$ cat src/rtl/core/mss_pkg.sv
package mss_pkg;

  localparam int SAMPLE_W    = 24;
  localparam int COEFF_W     = 24;
  localparam int ACC_W       = 32;
  localparam int GAIN_W      = 24;
  localparam int TGT_W       = 16;
  localparam int PAN_W       = 16;
  localparam int LEVEL_W     = 16;
  localparam int LVL_W       = 17;
  localparam int BAND_COUNT  = 6;
  localparam int SPLIT_COUNT = 5;
  localparam int IDX_W       = 3;
  localparam int CFG_IDX_W   = 3;
  localparam int MUL_A_W     = 34;
  localparam int MUL_B_W     = 25;
  localparam int PROD_W      = MUL_A_W + MUL_B_W;
  localparam int SUM_W       = 61;
  localparam int SQ_W        = 32;
  localparam int SQ_STEPS    = 16;
  localparam int CNT_W       = 4;

  localparam logic [CFG_IDX_W-1:0] CFG_SMOOTH = 3'd5;

  localparam logic [LVL_W-1:0]   LEVEL_ONE    = 17'd32768;
  localparam logic [TGT_W-1:0]   TARGET_RESET = 16'd23170;
  localparam logic [GAIN_W-1:0]  GAIN_RESET   = 24'd5931642;
  localparam logic [COEFF_W-1:0] SMOOTH_RESET = 24'd116100;
  localparam logic [COEFF_W-1:0] COEFF_RESET [SPLIT_COUNT] =
    '{24'd261471, 24'd751300, 24'd2058600, 24'd5148400, 24'd10889800};

  typedef enum logic [3:0] {
    CMD_NONE    = 4'd0,
    CMD_LOAD    = 4'd1,
    CMD_LP_MUL  = 4'd2,
    CMD_LP_ACC  = 4'd3,
    CMD_GL_MUL  = 4'd4,
    CMD_GL_UPD  = 4'd5,
    CMD_BD_MUL  = 4'd6,
    CMD_BD_ACC  = 4'd7,
    CMD_SQ_INIT = 4'd8,
    CMD_SQ_STEP = 4'd9,
    CMD_TG_MUL  = 4'd10,
    CMD_TG_WR   = 4'd11,
    CMD_OUT     = 4'd12
  } cmd_op_t;

  typedef struct packed {
    cmd_op_t          op;
    logic [IDX_W-1:0] idx;
    logic             side;
  } cmd_t;

  typedef struct packed {
    logic out_free;
  } stat_t;

endpackage

$ cat src/rtl/core/mss_ctrl.sv
module mss_ctrl (
  input  logic                      clk,
  input  logic                      rst,
  input  logic                      in_valid,
  output logic                      in_ready,
  input  logic                      op,
  input  logic [mss_pkg::IDX_W-1:0] band_index,
  input  mss_pkg::stat_t            stat,
  output mss_pkg::cmd_t             cmd
);

  typedef enum logic [11:0] {
    ST_IDLE = 12'b000000000001,
    ST_LPM  = 12'b000000000010,
    ST_LPA  = 12'b000000000100,
    ST_GLM  = 12'b000000001000,
    ST_GLA  = 12'b000000010000,
    ST_BDM  = 12'b000000100000,
    ST_BDA  = 12'b000001000000,
    ST_OUT  = 12'b000010000000,
    ST_SQI  = 12'b000100000000,
    ST_SQS  = 12'b001000000000,
    ST_TGM  = 12'b010000000000,
    ST_TGA  = 12'b100000000000
  } state_t;

  state_t                    state, state_next;
  logic [mss_pkg::IDX_W-1:0] idx, idx_next;
  logic                      side, side_next;
  logic [mss_pkg::CNT_W-1:0] cnt, cnt_next;

  always_comb begin
    state_next = state;
    idx_next   = idx;
    side_next  = side;
    cnt_next   = cnt;
    in_ready   = 1'b0;
    cmd.op     = mss_pkg::CMD_NONE;
    cmd.idx    = idx;
    cmd.side   = side;
    unique case (state)
      ST_IDLE: begin
        in_ready = 1'b1;
        if (in_valid) begin
          cmd.op    = mss_pkg::CMD_LOAD;
          side_next = 1'b0;
          if (op) begin
            if (band_index < mss_pkg::IDX_W'(mss_pkg::BAND_COUNT)) begin
              idx_next   = band_index;
              state_next = ST_SQI;
            end
          end else begin
            idx_next   = '0;
            state_next = ST_LPM;
          end
        end
      end
      ST_LPM: begin
        cmd.op     = mss_pkg::CMD_LP_MUL;
        state_next = ST_LPA;
      end
      ST_LPA: begin
        cmd.op = mss_pkg::CMD_LP_ACC;
        if (idx == mss_pkg::IDX_W'(mss_pkg::SPLIT_COUNT - 1)) begin
          idx_next   = '0;
          state_next = ST_GLM;
        end else begin
          idx_next   = idx + 1'b1;
          state_next = ST_LPM;
        end
      end
      ST_GLM: begin
        cmd.op     = mss_pkg::CMD_GL_MUL;
        state_next = ST_GLA;
      end
      ST_GLA: begin
        cmd.op     = mss_pkg::CMD_GL_UPD;
        side_next  = !side;
        state_next = side ? ST_BDM : ST_GLM;
      end
      ST_BDM: begin
        cmd.op     = mss_pkg::CMD_BD_MUL;
        state_next = ST_BDA;
      end
      ST_BDA: begin
        cmd.op    = mss_pkg::CMD_BD_ACC;
        side_next = !side;
        if (!side) begin
          state_next = ST_BDM;
        end else if (idx == mss_pkg::IDX_W'(mss_pkg::BAND_COUNT - 1)) begin
          state_next = ST_OUT;
        end else begin
          idx_next   = idx + 1'b1;
          state_next = ST_GLM;
        end
      end
      ST_OUT: begin
        if (stat.out_free) begin
          cmd.op     = mss_pkg::CMD_OUT;
          state_next = ST_IDLE;
        end
      end
      ST_SQI: begin
        cmd.op     = mss_pkg::CMD_SQ_INIT;
        cnt_next   = '0;
        state_next = ST_SQS;
      end
      ST_SQS: begin
        cmd.op   = mss_pkg::CMD_SQ_STEP;
        cnt_next = cnt + 1'b1;
        if (cnt == mss_pkg::CNT_W'(mss_pkg::SQ_STEPS - 1)) begin
          state_next = ST_TGM;
        end
      end
      ST_TGM: begin
        cmd.op     = mss_pkg::CMD_TG_MUL;
        state_next = ST_TGA;
      end
      ST_TGA: begin
        cmd.op     = mss_pkg::CMD_TG_WR;
        side_next  = !side;
        state_next = side ? ST_IDLE : ST_SQI;
      end
      default: begin
        state_next = ST_IDLE;
      end
    endcase
  end

  always_ff @(posedge clk) begin
    if (rst) begin
      state <= ST_IDLE;
      idx   <= '0;
      side  <= 1'b0;
      cnt   <= '0;
    end else begin
      state <= state_next;
      idx   <= idx_next;
      side  <= side_next;
      cnt   <= cnt_next;
    end
  end

endmodule
$ cat config.mk
export PLATFORM = sky130hd
export DESIGN_NAME = mss_ctrl
export DESIGN_NICKNAME = d
export VERILOG_FILES = /design/src/rtl/core/mss_pkg.sv /design/src/rtl/core/mss_ctrl.sv
export SDC_FILE = /design/constraint.sdc
export NUM_CORES = 1
export LEC_CHECK = 0
export BUFFER_PORTS_ARGS = -buffer_cell sky130_fd_sc_hd__buf_2
export CAP_MARGIN = 20
export CORE_ASPECT_RATIO = 1.2
export CORE_MARGIN = 10
export CORE_UTILIZATION = 52
export CTS_CLUSTER_DIAMETER = 100
export CTS_CLUSTER_SIZE = 14
export DETAILED_ROUTE_END_ITERATION = 8
export PLACE_DENSITY = 0.86
export SLEW_MARGIN = 20
export SYNTH_ARGS = -nofsm -noshare
export SYNTH_HDL_FRONTEND = slang
export SYNTH_SLANG_ARGS = --single-unit
$ cat constraint.sdc
create_clock -name clk -period 1.95 [get_ports clk]
set_input_delay 0.195 -clock clk [delete_from_list [all_inputs] [get_ports clk]]
set_output_delay 0.195 -clock clk [all_outputs]
set_load 0.01 [all_outputs]
==> reports/metrics.sh, run 1 <==
RESULT_OF_THE_RUN='complete, but fails checks'
FAILED_CHECKS='negative setup slack'
ROUTE.DETAILED.VIAS_PER_INST=6.19
WORST_SKEW_PAIR.LATE_LATENCY_PS=320
REPORT.FINAL.HOLD_VIOL_COUNT=0
SYNTH.FF_LATCH_COUNT=20
CTS_BUFS_INSERTED=3
CRITPATHCAPTURETYPE='output pin'
SETUP_REPAIR_AFTER_GLOBAL_ROUTING_MISSED_ITS_MARGIN='true'
POST-ROUTE-PERIOD-UTIL_PCT=113
WORSTPATHMAXFANOUT=4
MAX_CAP_VIOL_COUNT=0
LAYOUT_MIN_CYCLE_TIME_PS=2210
FIRST_GLOBAL_VIAS=1591
CLK_TRANSITION_REPORTED_PATHS_PS=110
MAXSLEWVIOLCOUNT=0
POST-ROUTE-UTIL_PCT=68.5
GRT_MAX_DEGREE=13
FINALWEIGHTEDCONGESTION=0.887
FILLER_CELLS_INSERTED=210
FINAL_ANTENNA_NET_COUNT=0
CRIT_PATH_TOP_DELAY_CELL='sky130_fd_sc_hd__or4_4'
PATH_CELLS='or4_4 > or4_4 > nand4b_1 > buf_2'
FULL_DIE_AREA_UM2=5410
NETLIST_TOP_CELLS_AREA='sky130_fd_sc_hd__dfxtp_1, sky130_fd_sc_hd__nor2_1, sky130_fd_sc_hd__nand2_1'
AREA.GROWTH.SYNTH_TO_FINAL_PCT=27.1
DRT_DRC_VIOLATIONS_LEFT=0
FIN_NETS=242
CRITICAL_PATH.MOST_COMMON_CELL='sky130_fd_sc_hd__or4_4'
FINALWIRELENGTH_UM=4460
SYNTH.NET_COUNT=202
CRITICAL-PATH-MAX-STAGE-DELAY_PS=570
LAYOUT_SETUP_WS_PS=-261
GROUTE.USAGE.OVERALL_PCT=16.6
YOSYS.AREA.TOP_TYPE_SHARE_PCT=26.9
SYNTH-ASYNC-RESET-RATIO_PCT=0
WORST_HOLD_SLACK_PS=175
INITIAL_CORE_UTILIZATION_PCT=53.9
TOP_FLIP_FLOP_CELL_BY_INSTANCE_COUNT_AFTER_SYNTHESIS='sky130_fd_sc_hd__dfxtp_1'
SLEW-LIMIT-HEADROOM_PCT=74.2
INITIALDRTVIOLATIONCOUNT=145
IO_PINS=17
POST_DETAIL_PLACE_HPWL_UM=3120
TIMING.CRITICAL_PATH.FROM='state[11]'
DRIVE_GT1_SHARE_PCT=35.1
STARTPOINT_TYPE='flop'
WORST_IR_DROP_VDD_V=0.000824
GRT_PASS1_WL_UM=7200
HOLD_PATH_CLASS='in2reg'
CP_DATA_ARRIVAL_TIME_PS=2020
POST_SYNTHESIS_CELL_AREA_UM2=1490
SYNTH.LARGEST_AREA_CELL='sky130_fd_sc_hd__dfxtp_1'
ROWS=21
CTSHTREEMAXLEVEL=1
CLOCK_PATH_BUFFERS=2
SYNTHDISTINCTLIBCELLS=48
DRTPASS1ITERATIONS=4
CTS_ROOT_BUF='sky130_fd_sc_hd__clkbuf_4'
ROUTED-VIA-COUNT=1622
DATA_REQUIRED_CRITICAL_PATH_PS=1750
SYNTH_EDF_COUNT=0
POST_SYNTH.CELL_AREA_AVG_UM2=7.83
GRT_REMAINING_OVERFLOW=0
TRITONCTS='yes'
REGISTER_AREA_SHARE_AFTER_SYNTHESIS_PCT=26.9
PORT-BUFFER-COUNT=16
WORST_SLEW_PIN_SLEW_PS=381
SYNTH.YOSYS.WARNINGS=0
FLOORPLAN.CORE_AREA_UM2=2760
SETUP_VIOL=11
CTS_HOLD_REPAIR.BUFFERS=0
WORSTHOLDSTART='band_index[0]'
WORSTSETUPPATHTYPE='reg2out'
MAXCLOCKFREQUENCY_MHz=452
DIE-WIDTH_UM=68.8
CRIT-REG2REG-LAUNCH='state[11]'
INITIAL_ANTENNA_VIOLATION_COUNT=0
CELLLEAKAGEPOWER_nW=0.775
ANTENNA_CELL_COUNT=0
WIRE_PER_INST_UM=17.0
POSTSYNTHCELLCOUNT=190
FINCLKSKEW_PS=3.54
CHIPHEIGHT_UM=78.6
POWER_DENSITY_CELLS_nW_PER_UM2=1160
TRITONCTS_NUM_SINKS=20
[sequential cells by signal, indices dropped and copies added (netlist names)]
name and cells:
idx 3, side 1, state 12, cnt 4
[metal layers]
layer	up-vias	wire, um	GRT usage (%)
li1	768	-	-
met4	0	203	8.89
met5	-	0	0
met2	71	2300	27.4
met3	21	305	2.56
met1	762	1650	19.4
[synth_stat cells, drive strengths merged, types with 2 or more instances]
library cell	count
a31oi	4
xnor2	4
nand3	8
or4b	2
inv	7
a2111oi	2
nor2	26
nor4	7
clkbuf	2
nand2	16
xor2	4
a21o	2
nand4	6
and3	2
dfxtp	20
buf	16
o22a	2
or4	4
a32oi	2
nor3b	4
nor4b	5
o21ai	9
nand4b	3
nor3	4
ha	4
or3	2
a21oi	10
[power breakdown]
part,internal (mW),switching [mW]
Combinational,0.689,0.719
Sequential,0.479,0.0891
Clock,0.0727,0.135
Total,1.24,0.944
[cells in the final DEF (no fill, tap or decap), drive strengths merged, types with 5 or more instances in the layout]
cell,count
a21oi,10
nor2,26
inv,7
dfxtp,20
nor4b,5
nand3,8
nand2,16
nor4,7
o21ai,9
buf,53
nand4,6
[cells by family after synthesis]
family	count (synthesis)	synth area share, %
and+or+nand+nor	93	36.7
AOI/OAI and AO/OA	39	18.0
buffers and inverters	25	9.59
DFF	20	26.9
xor gates and xnor gates	8	4.71
adders and majority gates	4	3.36
muxes	1	0.757
[worst max-delay path: cells and delay by family, from the launching register on]
| kind | cells | cell delay (ps) |
|---|---|---|
| and+or+nand+nor | 3 | 1220 |
| DFF | 1 | 340 |
| buffers and inverters | 1 | 140 |
[repair_timing]
| action | in CTS | in global routing |
|---|---|---|
| pin swaps | 1 | 6 |
| setup buffers | 4 | 5 |
| setup endpoints to repair | 5 | 21 |
| resized for setup | 6 | 15 |
[per-stage QoR]
stage	area [um2]	power, mW	setup slack, ps	cells	setup TNS, ps
6_report	1890	2.18	-261	262	-936
5_1_grt	1890	2.31	-318	262	-2220
4_1_cts	1790	2.00	-236	257	-732
3_5_place_dp	1700	1.69	61.8	250	0
3_3_place_gp	1700	1.66	69.7	250	0
2_1_floorplan	1490	1.30	26.1	190	0
[final cells by class]
type                    instances  area (um2)  area share [%]
inverters                       7        26.3            1.39
multi-input cells             145        1030            54.3
well taps                      34        42.5            2.25
flip-flops and latches         20         405            21.4
repair buffers                 53         368            19.5
clock buffers                   3        22.5            1.19
[final timing paths]
| check | cells after the start | to | slack [ps] |
|---|---|---|---|
| max reg2reg | 8 | idx[2] | -60 |
| max | 4 | cmd[4] | -260 |
| min reg2reg | 2 | cnt[1] | 490 |
| min | 3 | idx[0] | 180 |
No activity file was read; power rests on OpenSTA's default activity.
==> run 2: changes to the inputs <==
SETUP_SLACK_MARGIN = 0.15   (was default)
==> reports/metrics.sh, run 2 (same netlist as run 1, synthesis figures left out) <==
POWER_DENSITY_CELLS_nW_PER_UM2=1210  # was 1160 nW/um2
MAXSLEWVIOLCOUNT=0  # unchanged
REPORT.POWER.TOTAL_mW=2.66  # was 2.18 mW
CRITPATHCAPTURETYPE='output pin'  # unchanged
ROWS=21  # unchanged
CLK_TRANSITION_REPORTED_PATHS_PS=140  # was 110 ps
GRT_PASS1_WL_UM=8220  # was 7200 um
SETUP_VIOL=17  # was 11
WORSTPATHMAXFANOUT=9  # was 4
CTS_ROOT_BUF='sky130_fd_sc_hd__clkbuf_4'  # unchanged
PLACE_AREA_UM2=1720  # was 1700 um2
DESIGN_AREA_UM2=2200  # was 1890 um2
INITIAL_ANTENNA_VIOLATION_COUNT=0  # unchanged
WORST_IR_DROP_VDD_V=0.000914  # was 0.000824 V
FIN_NETS=258  # was 242
DRT_DRC_VIOLATIONS_LEFT=0  # unchanged
FINAL_COMMON_CELL='sky130_fd_sc_hd__buf_4'  # unchanged
CTS_BUFS_INSERTED=3  # unchanged
WIRE_PER_INST_UM=22.2  # was 17.0 um
GRT_MAX_DEGREE=13  # unchanged
SLEW-LIMIT-HEADROOM_PCT=72.8  # was 74.2%
DETAILEDPLACE.WORSTSLACK_PS=31.0  # was 61.8 ps
CLOCK_PATH_BUFFERS=2  # unchanged
CRITICAL-PATH-MAX-STAGE-DELAY_PS=380  # was 570 ps
ROUTED-VIA-COUNT=1881  # was 1622
TRITONCTS_NUM_SINKS=20  # unchanged
TIMING.SETUP.TNS_PS=-2350  # was -936 ps
FILLER_CELLS_INSERTED=153  # was 210
INITIAL_CORE_UTILIZATION_PCT=53.9  # unchanged
POST_DETAIL_PLACE_HPWL_UM=3200  # was 3120 um
LAYOUT_MIN_CYCLE_TIME_PS=2300  # was 2210 ps
FIRST_GLOBAL_VIAS=1756  # was 1591
CTS_HOLD_REPAIR.BUFFERS=0  # unchanged
TRITONCTS='yes'  # unchanged
FINCLKSKEW_PS=16.2  # was 3.54 ps
CRITICAL_PATH.MOST_COMMON_CELL='sky130_fd_sc_hd__buf_4'  # was sky130_fd_sc_hd__or4_4
POST-ROUTE-UTIL_PCT=79.8  # was 68.5%
TIMING.CRITICAL_PATH.FROM='state[5]'  # was state[11]
DRTPASS1ITERATIONS=4  # unchanged
DRIVE_GT1_SHARE_PCT=48.6  # was 35.1%
WORST_HOLD_SLACK_PS=156  # was 175 ps
SETUP_REPAIR_AFTER_GLOBAL_ROUTING_MISSED_ITS_MARGIN='true'  # unchanged
PORT-BUFFER-COUNT=16  # unchanged
CHIPHEIGHT_UM=78.6  # unchanged
LAYOUT_SETUP_WS_PS=-347  # was -261 ps
NUMBER_OF_FLIP_FLOPS_UNDER_THE_LARGEST_REGISTER_NAME=12  # unchanged
FAILED_CHECKS='negative setup slack'  # unchanged
RESULT_OF_THE_RUN='complete, but fails checks'  # unchanged
HOLD_PATH_CLASS='in2reg'  # unchanged
FINALWEIGHTEDCONGESTION=0.918  # was 0.887
MOSTFREQUENTLAYOUTCELLS='sky130_fd_sc_hd__buf_4, sky130_fd_sc_hd__nor2_1, sky130_fd_sc_hd__buf_6, sky130_fd_sc_hd__buf_2, sky130_fd_sc_hd__dfxtp_1'  # was sky130_fd_sc_hd__buf_4, sky130_fd_sc_hd__nor2_1, sky130_fd_sc_hd__dfxtp_1, sky130_fd_sc_hd__buf_2, sky130_fd_sc_hd__nand2_1
FIN_CELLS=279  # was 262
CRIT-REG2REG-LAUNCH='state[6]'  # was state[11]
ROUTE.DETAILED.VIAS_PER_INST=6.74  # was 6.19
CP_DATA_ARRIVAL_TIME_PS=2100  # was 2020 ps
CTSHTREEMAXLEVEL=1  # unchanged
WORSTHOLDSTART='band_index[1]'  # was band_index[0]
CELLLEAKAGEPOWER_nW=0.908  # was 0.775 nW
GROUTE.USAGE.OVERALL_PCT=19.3  # was 16.6%
INITIALDRTVIOLATIONCOUNT=203  # was 145
REPORT.FINAL.HOLD_VIOL_COUNT=0  # unchanged
IO_PINS=17  # unchanged
PLACE_INST=251  # was 250
FULL_DIE_AREA_UM2=5410  # unchanged
REGMOSTFLOPS='state'  # unchanged
GRT_REMAINING_OVERFLOW=0  # unchanged
WORSTSETUPPATHTYPE='reg2out'  # unchanged
POST-ROUTE-PERIOD-UTIL_PCT=118  # was 113%
ANTENNA_CELL_COUNT=0  # unchanged
WORST_SLEW_PIN_SLEW_PS=405  # was 381 ps
PATH_CELLS='buf_4 > nor4_4 > buf_4 > nand3_1 > buf_4 > nand4b_1 > buf_2'  # was or4_4 > or4_4 > nand4b_1 > buf_2
STARTPOINT_TYPE='flop'  # unchanged
CRIT_PATH_TOP_DELAY_CELL='sky130_fd_sc_hd__nor4_4'  # was sky130_fd_sc_hd__or4_4
FLOORPLAN.CORE_AREA_UM2=2760  # unchanged
MAX_CAP_VIOL_COUNT=0  # unchanged
WORST_SKEW_PAIR.LATE_LATENCY_PS=330  # was 320 ps
MAXCLOCKFREQUENCY_MHz=435  # was 452 MHz
DATA_REQUIRED_CRITICAL_PATH_PS=1750  # about the same
REG_TOP3='state (12), cnt (4), idx (3)'  # unchanged
DIE-WIDTH_UM=68.8  # unchanged
AREA.GROWTH.SYNTH_TO_FINAL_PCT=47.9  # was 27.1%
FINAL_ANTENNA_NET_COUNT=0  # unchanged
FINALWIRELENGTH_UM=6200  # was 4460 um
## run 2: changes by cell type in the layout (fill, tap and decap cells not counted), moves of 3 or more
cell,before,now
sky130_fd_sc_hd__nor2_2,0,4
sky130_fd_sc_hd__o21ai_2,0,3
sky130_fd_sc_hd__a21oi_1,10,6
sky130_fd_sc_hd__o21ai_0,6,3
sky130_fd_sc_hd__buf_6,2,17
sky130_fd_sc_hd__dfxtp_1,16,13
sky130_fd_sc_hd__dfxtp_2,4,7
sky130_fd_sc_hd__nor2_1,26,22
sky130_fd_sc_hd__a21oi_2,0,4
## run 2: final cells by class
cell class                 instances  area [um2]  share of cell area [%]
sequential                        20         409                    18.6
timing repair buffer              69         547                    24.8
tap                               34        42.5                    1.93
clock buffer                       4        36.3                    1.65
inverter                           7        26.3                    1.19
multi-input combinational        145        1140                    51.8
## run 2: path summary, 6_finish.rpt
path         cells after the start  slack [ps]     end
max                              7        -350  cmd[4]
min reg2reg                      2         500  cnt[3]
max reg2reg                      9        -130  idx[0]
min                              3         160  idx[1]
## run 2: power breakdown
part	internal (mW)	leakage [nW]	switching [mW]	total [mW]
Combinational	0.863	0.722	0.964	1.83
Sequential	0.481	0.165	0.0767	0.557
Clock	0.115	0.0210	0.157	0.271
## run 2: worst max-delay path, delay by kind of cell, from the launching register on
family | cells | cell delay [ps]
buf+inv | 4 | 770
simple gates | 3 | 640
flops | 1 | 360
## run 2: metal layers
layer | track usage, % | vias to the layer above | share of wire (%)
met2 | 31.8 | 152 | 47
met5 | 0 | - | 0
met4 | 13.8 | 0 | 7.1
met3 | 3.55 | 52 | 8.4
met1 | 21.2 | 872 | 37
li1 | - | 805 | -
## run 2: timing repair
item                       CTS  global route
buffers inserted            15             9
setup endpoints to repair   22            23
resized for setup           28            35
pin swaps                    8            17
==> run 3: changes to the inputs <==
BUFFER_PORTS_ARGS = -buffer_cell sky130_fd_sc_hd__buf_4   (was -buffer_cell sky130_fd_sc_hd__buf_2)
GPL_TIMING_DRIVEN = 0   (was default)
==> reports/metrics.sh, run 3 (same netlist as run 1, synthesis figures left out) <==
RESULT_OF_THE_RUN='complete, but fails checks'  # unchanged
FAILED_CHECKS='negative setup slack'  # unchanged
SETUP_VIOL=24  # was 17
CRITICAL-PATH-MAX-STAGE-DELAY_PS=340  # was 380 ps
FINCLKSKEW_PS=4.96  # was 16.2 ps
GROUTE.USAGE.OVERALL_PCT=19.0  # was 19.3%
INITIAL_CORE_UTILIZATION_PCT=53.9  # unchanged
POWER_DENSITY_CELLS_nW_PER_UM2=1240  # was 1210 nW/um2
ROUTED-VIA-COUNT=1887  # was 1881
MOSTFREQUENTLAYOUTCELLS='sky130_fd_sc_hd__buf_4, sky130_fd_sc_hd__buf_6, sky130_fd_sc_hd__nor2_1, sky130_fd_sc_hd__dfxtp_1, sky130_fd_sc_hd__nand2_1'  # was sky130_fd_sc_hd__buf_4, sky130_fd_sc_hd__nor2_1, sky130_fd_sc_hd__buf_6, sky130_fd_sc_hd__buf_2, sky130_fd_sc_hd__dfxtp_1
DRTPASS1ITERATIONS=5  # was 4
POST_DETAIL_PLACE_HPWL_UM=2640  # was 3200 um
P_SEQ_SHARE_PCT=18.3  # was 21.0%
CRIT_PATH_TOP_DELAY_CELL='sky130_fd_sc_hd__dfxtp_2'  # was sky130_fd_sc_hd__nor4_4
POST-ROUTE-PERIOD-UTIL_PCT=124  # was 118%
WORST_HOLD_SLACK_PS=116  # was 156 ps
CRITICAL_PATH_BUF_INV_COUNT=5  # was 4
REGMOSTFLOPS='state'  # unchanged
AREA.GROWTH.SYNTH_TO_FINAL_PCT=57.9  # was 47.9%
NUMBER_OF_FLIP_FLOPS_UNDER_THE_LARGEST_REGISTER_NAME=12  # unchanged
DATA_REQUIRED_CRITICAL_PATH_PS=1750  # about the same
WORSTPATHMAXFANOUT=3  # was 9
DRT_DRC_VIOLATIONS_LEFT=0  # unchanged
SWITCHINGPOWER_mW=1.24  # was 1.20 mW
CLK_TRANSITION_REPORTED_PATHS_PS=140  # about the same
CTS_ROOT_BUF='sky130_fd_sc_hd__clkbuf_4'  # unchanged
FILLER_CELLS_INSERTED=127  # was 153
CRITPATHCAPTURETYPE='output pin'  # unchanged
CTSHTREEMAXLEVEL=1  # unchanged
WIRE_PER_INST_UM=21.9  # was 22.2 um
DIE-WIDTH_UM=68.8  # unchanged
TIMING.SETUP.TNS_PS=-5640  # was -2350 ps
TRITONCTS_NUM_SINKS=20  # unchanged
DRIVE_GT1_SHARE_PCT=49.4  # was 48.6%
SETUP_REPAIR_AFTER_GLOBAL_ROUTING_MISSED_ITS_MARGIN='true'  # unchanged
PORT-BUFFER-COUNT=16  # unchanged
WORSTSETUPPATHTYPE='reg2out'  # unchanged
CP_DATA_ARRIVAL_TIME_PS=2220  # was 2100 ps
CHIPHEIGHT_UM=78.6  # unchanged
POWER.SHARE.CLOCK_PCT=12.6  # was 10.2%
IO_PINS=17  # unchanged
GRT_PASS1_WL_UM=8200  # was 8220 um
LAYOUT_MIN_CYCLE_TIME_PS=2410  # was 2300 ps
FIRST_GLOBAL_VIAS=1660  # was 1756
REPORT.POWER.TOTAL_mW=2.91  # was 2.66 mW
CRITICAL-PATH-TOP-DELAY-FAMILY='buffers and inverters'  # unchanged
CELL_INTERNAL_PWR_mW=1.67  # was 1.46 mW
WORST_SLEW_PIN_SLEW_PS=607  # was 405 ps
CELLLEAKAGEPOWER_nW=0.952  # was 0.908 nW
FULL_DIE_AREA_UM2=5410  # unchanged
FINAL_ANTENNA_NET_COUNT=0  # unchanged
CLOCK_PATH_BUFFERS=2  # unchanged
REG_TOP3='state (12), cnt (4), idx (3)'  # unchanged
SHARE_COMB_OF_TOTAL_POWER_PCT=69.1  # was 68.8%
INITIAL_ANTENNA_VIOLATION_COUNT=0  # unchanged
ROWS=21  # unchanged
WORST_IR_DROP_VDD_V=0.000897  # was 0.000914 V
MAXSLEWVIOLCOUNT=0  # unchanged
CTS_HOLD_REPAIR.BUFFERS=0  # unchanged
HOLD_PATH_CLASS='in2reg'  # unchanged
TRITONCTS='yes'  # unchanged
FIN_NETS=262  # was 258
GRT_MAX_DEGREE=13  # unchanged
FINAL_COMMON_CELL='sky130_fd_sc_hd__buf_4'  # unchanged
CTS_BUFS_INSERTED=3  # unchanged
INITIALDRTVIOLATIONCOUNT=203  # unchanged
FLOORPLAN.CORE_AREA_UM2=2760  # unchanged
FINALWIRELENGTH_UM=6200  # about the same
POST-ROUTE-UTIL_PCT=85.1  # was 79.8%
ANTENNA_CELL_COUNT=0  # unchanged
CRITICAL_PATH.MOST_COMMON_CELL='sky130_fd_sc_hd__buf_6'  # was sky130_fd_sc_hd__buf_4
MAXCLOCKFREQUENCY_MHz=415  # was 435 MHz
PATH_CELLS='buf_6 > buf_6 > buf_6 > nor4_4 > buf_4 > nand3_1 > o21ai_2 > nand4b_1 > buf_4'  # was buf_4 > nor4_4 > buf_4 > nand3_1 > buf_4 > nand4b_1 > buf_2
STARTPOINT_TYPE='flop'  # unchanged
WORST_SKEW_PAIR.LATE_LATENCY_PS=320  # was 330 ps
SLEW-LIMIT-HEADROOM_PCT=59.4  # was 72.8%
DETAILEDPLACE.WORSTSLACK_PS=-271  # was 31.0 ps
MAX_CAP_VIOL_COUNT=0  # unchanged
LAYOUT_SETUP_WS_PS=-461  # was -347 ps
FINALWEIGHTEDCONGESTION=0.834  # was 0.918
REPORT.FINAL.HOLD_VIOL_COUNT=0  # unchanged
ROUTE.DETAILED.VIAS_PER_INST=6.67  # was 6.74
SW_FRAC_OF_TOTAL_PCT=42.5  # was 45.1%
GRT_REMAINING_OVERFLOW=0  # unchanged
run 3: cell type report:
cell class	count	area (um2)	share of cell area [%]
multi-input cells	145	1180	50.5
repair buffers	55	469	20.0
flip-flops and latches	20	408	17.4
plain buffers	18	165	7.03
well taps	34	42.5	1.81
clock inverters	1	30.0	1.28
inverters	7	26.3	1.12
clock buffers	3	22.5	0.959
run 3: what timing repair did:
item,in CTS,in global routing
endpoints found under the hold margin,0,0
gates resized for setup,49,29
pin swaps,29,10
endpoints found under the setup margin,24,24
buffers inserted,29,10
run 3: tightest hold or removal path: stages:
cell                      delay [ps]
sky130_fd_sc_hd__buf_4           110
sky130_fd_sc_hd__a21o_1           80
sky130_fd_sc_hd__a31oi_1          30
run 3: layer usage:
layer	up-vias	global-route usage, %	share of wire (%)
li1	815	-	-
met1	872	22.2	34
met2	145	32.5	50
met3	55	2.84	8.9
met4	0	8.10	7.1
met5	-	0	0
run 3: final timing paths:
check	start	to	slack (ps)	depth (start not counted)
worst min-delay path	rst	idx[1]	120	3
worst min register to register	cnt[1]	cnt[1]	500	2
worst max register to register	state[11]	state[2]	-360	12
worst max-delay path	state[11]	cmd[4]	-460	9
run 3: power by group through the flow:
stage          Sequential, mW  Clock [mW]  Combinational [mW]
6_report                0.533       0.367                2.01
5_1_grt                 0.540       0.374                2.09
4_1_cts                 0.528       0.367                1.56
3_5_place_dp            0.533           0                1.08
3_3_place_gp            0.531           0                1.07
2_1_floorplan           0.540           0               0.780
run 3: metrics by stage:
stage          instance area, um2  std cells
6_report                     2350        283
3_3_place_gp                 1670        240
4_1_cts                      2140        273
5_1_grt                      2350        283
2_1_floorplan                1510        190
3_5_place_dp                 1670        240
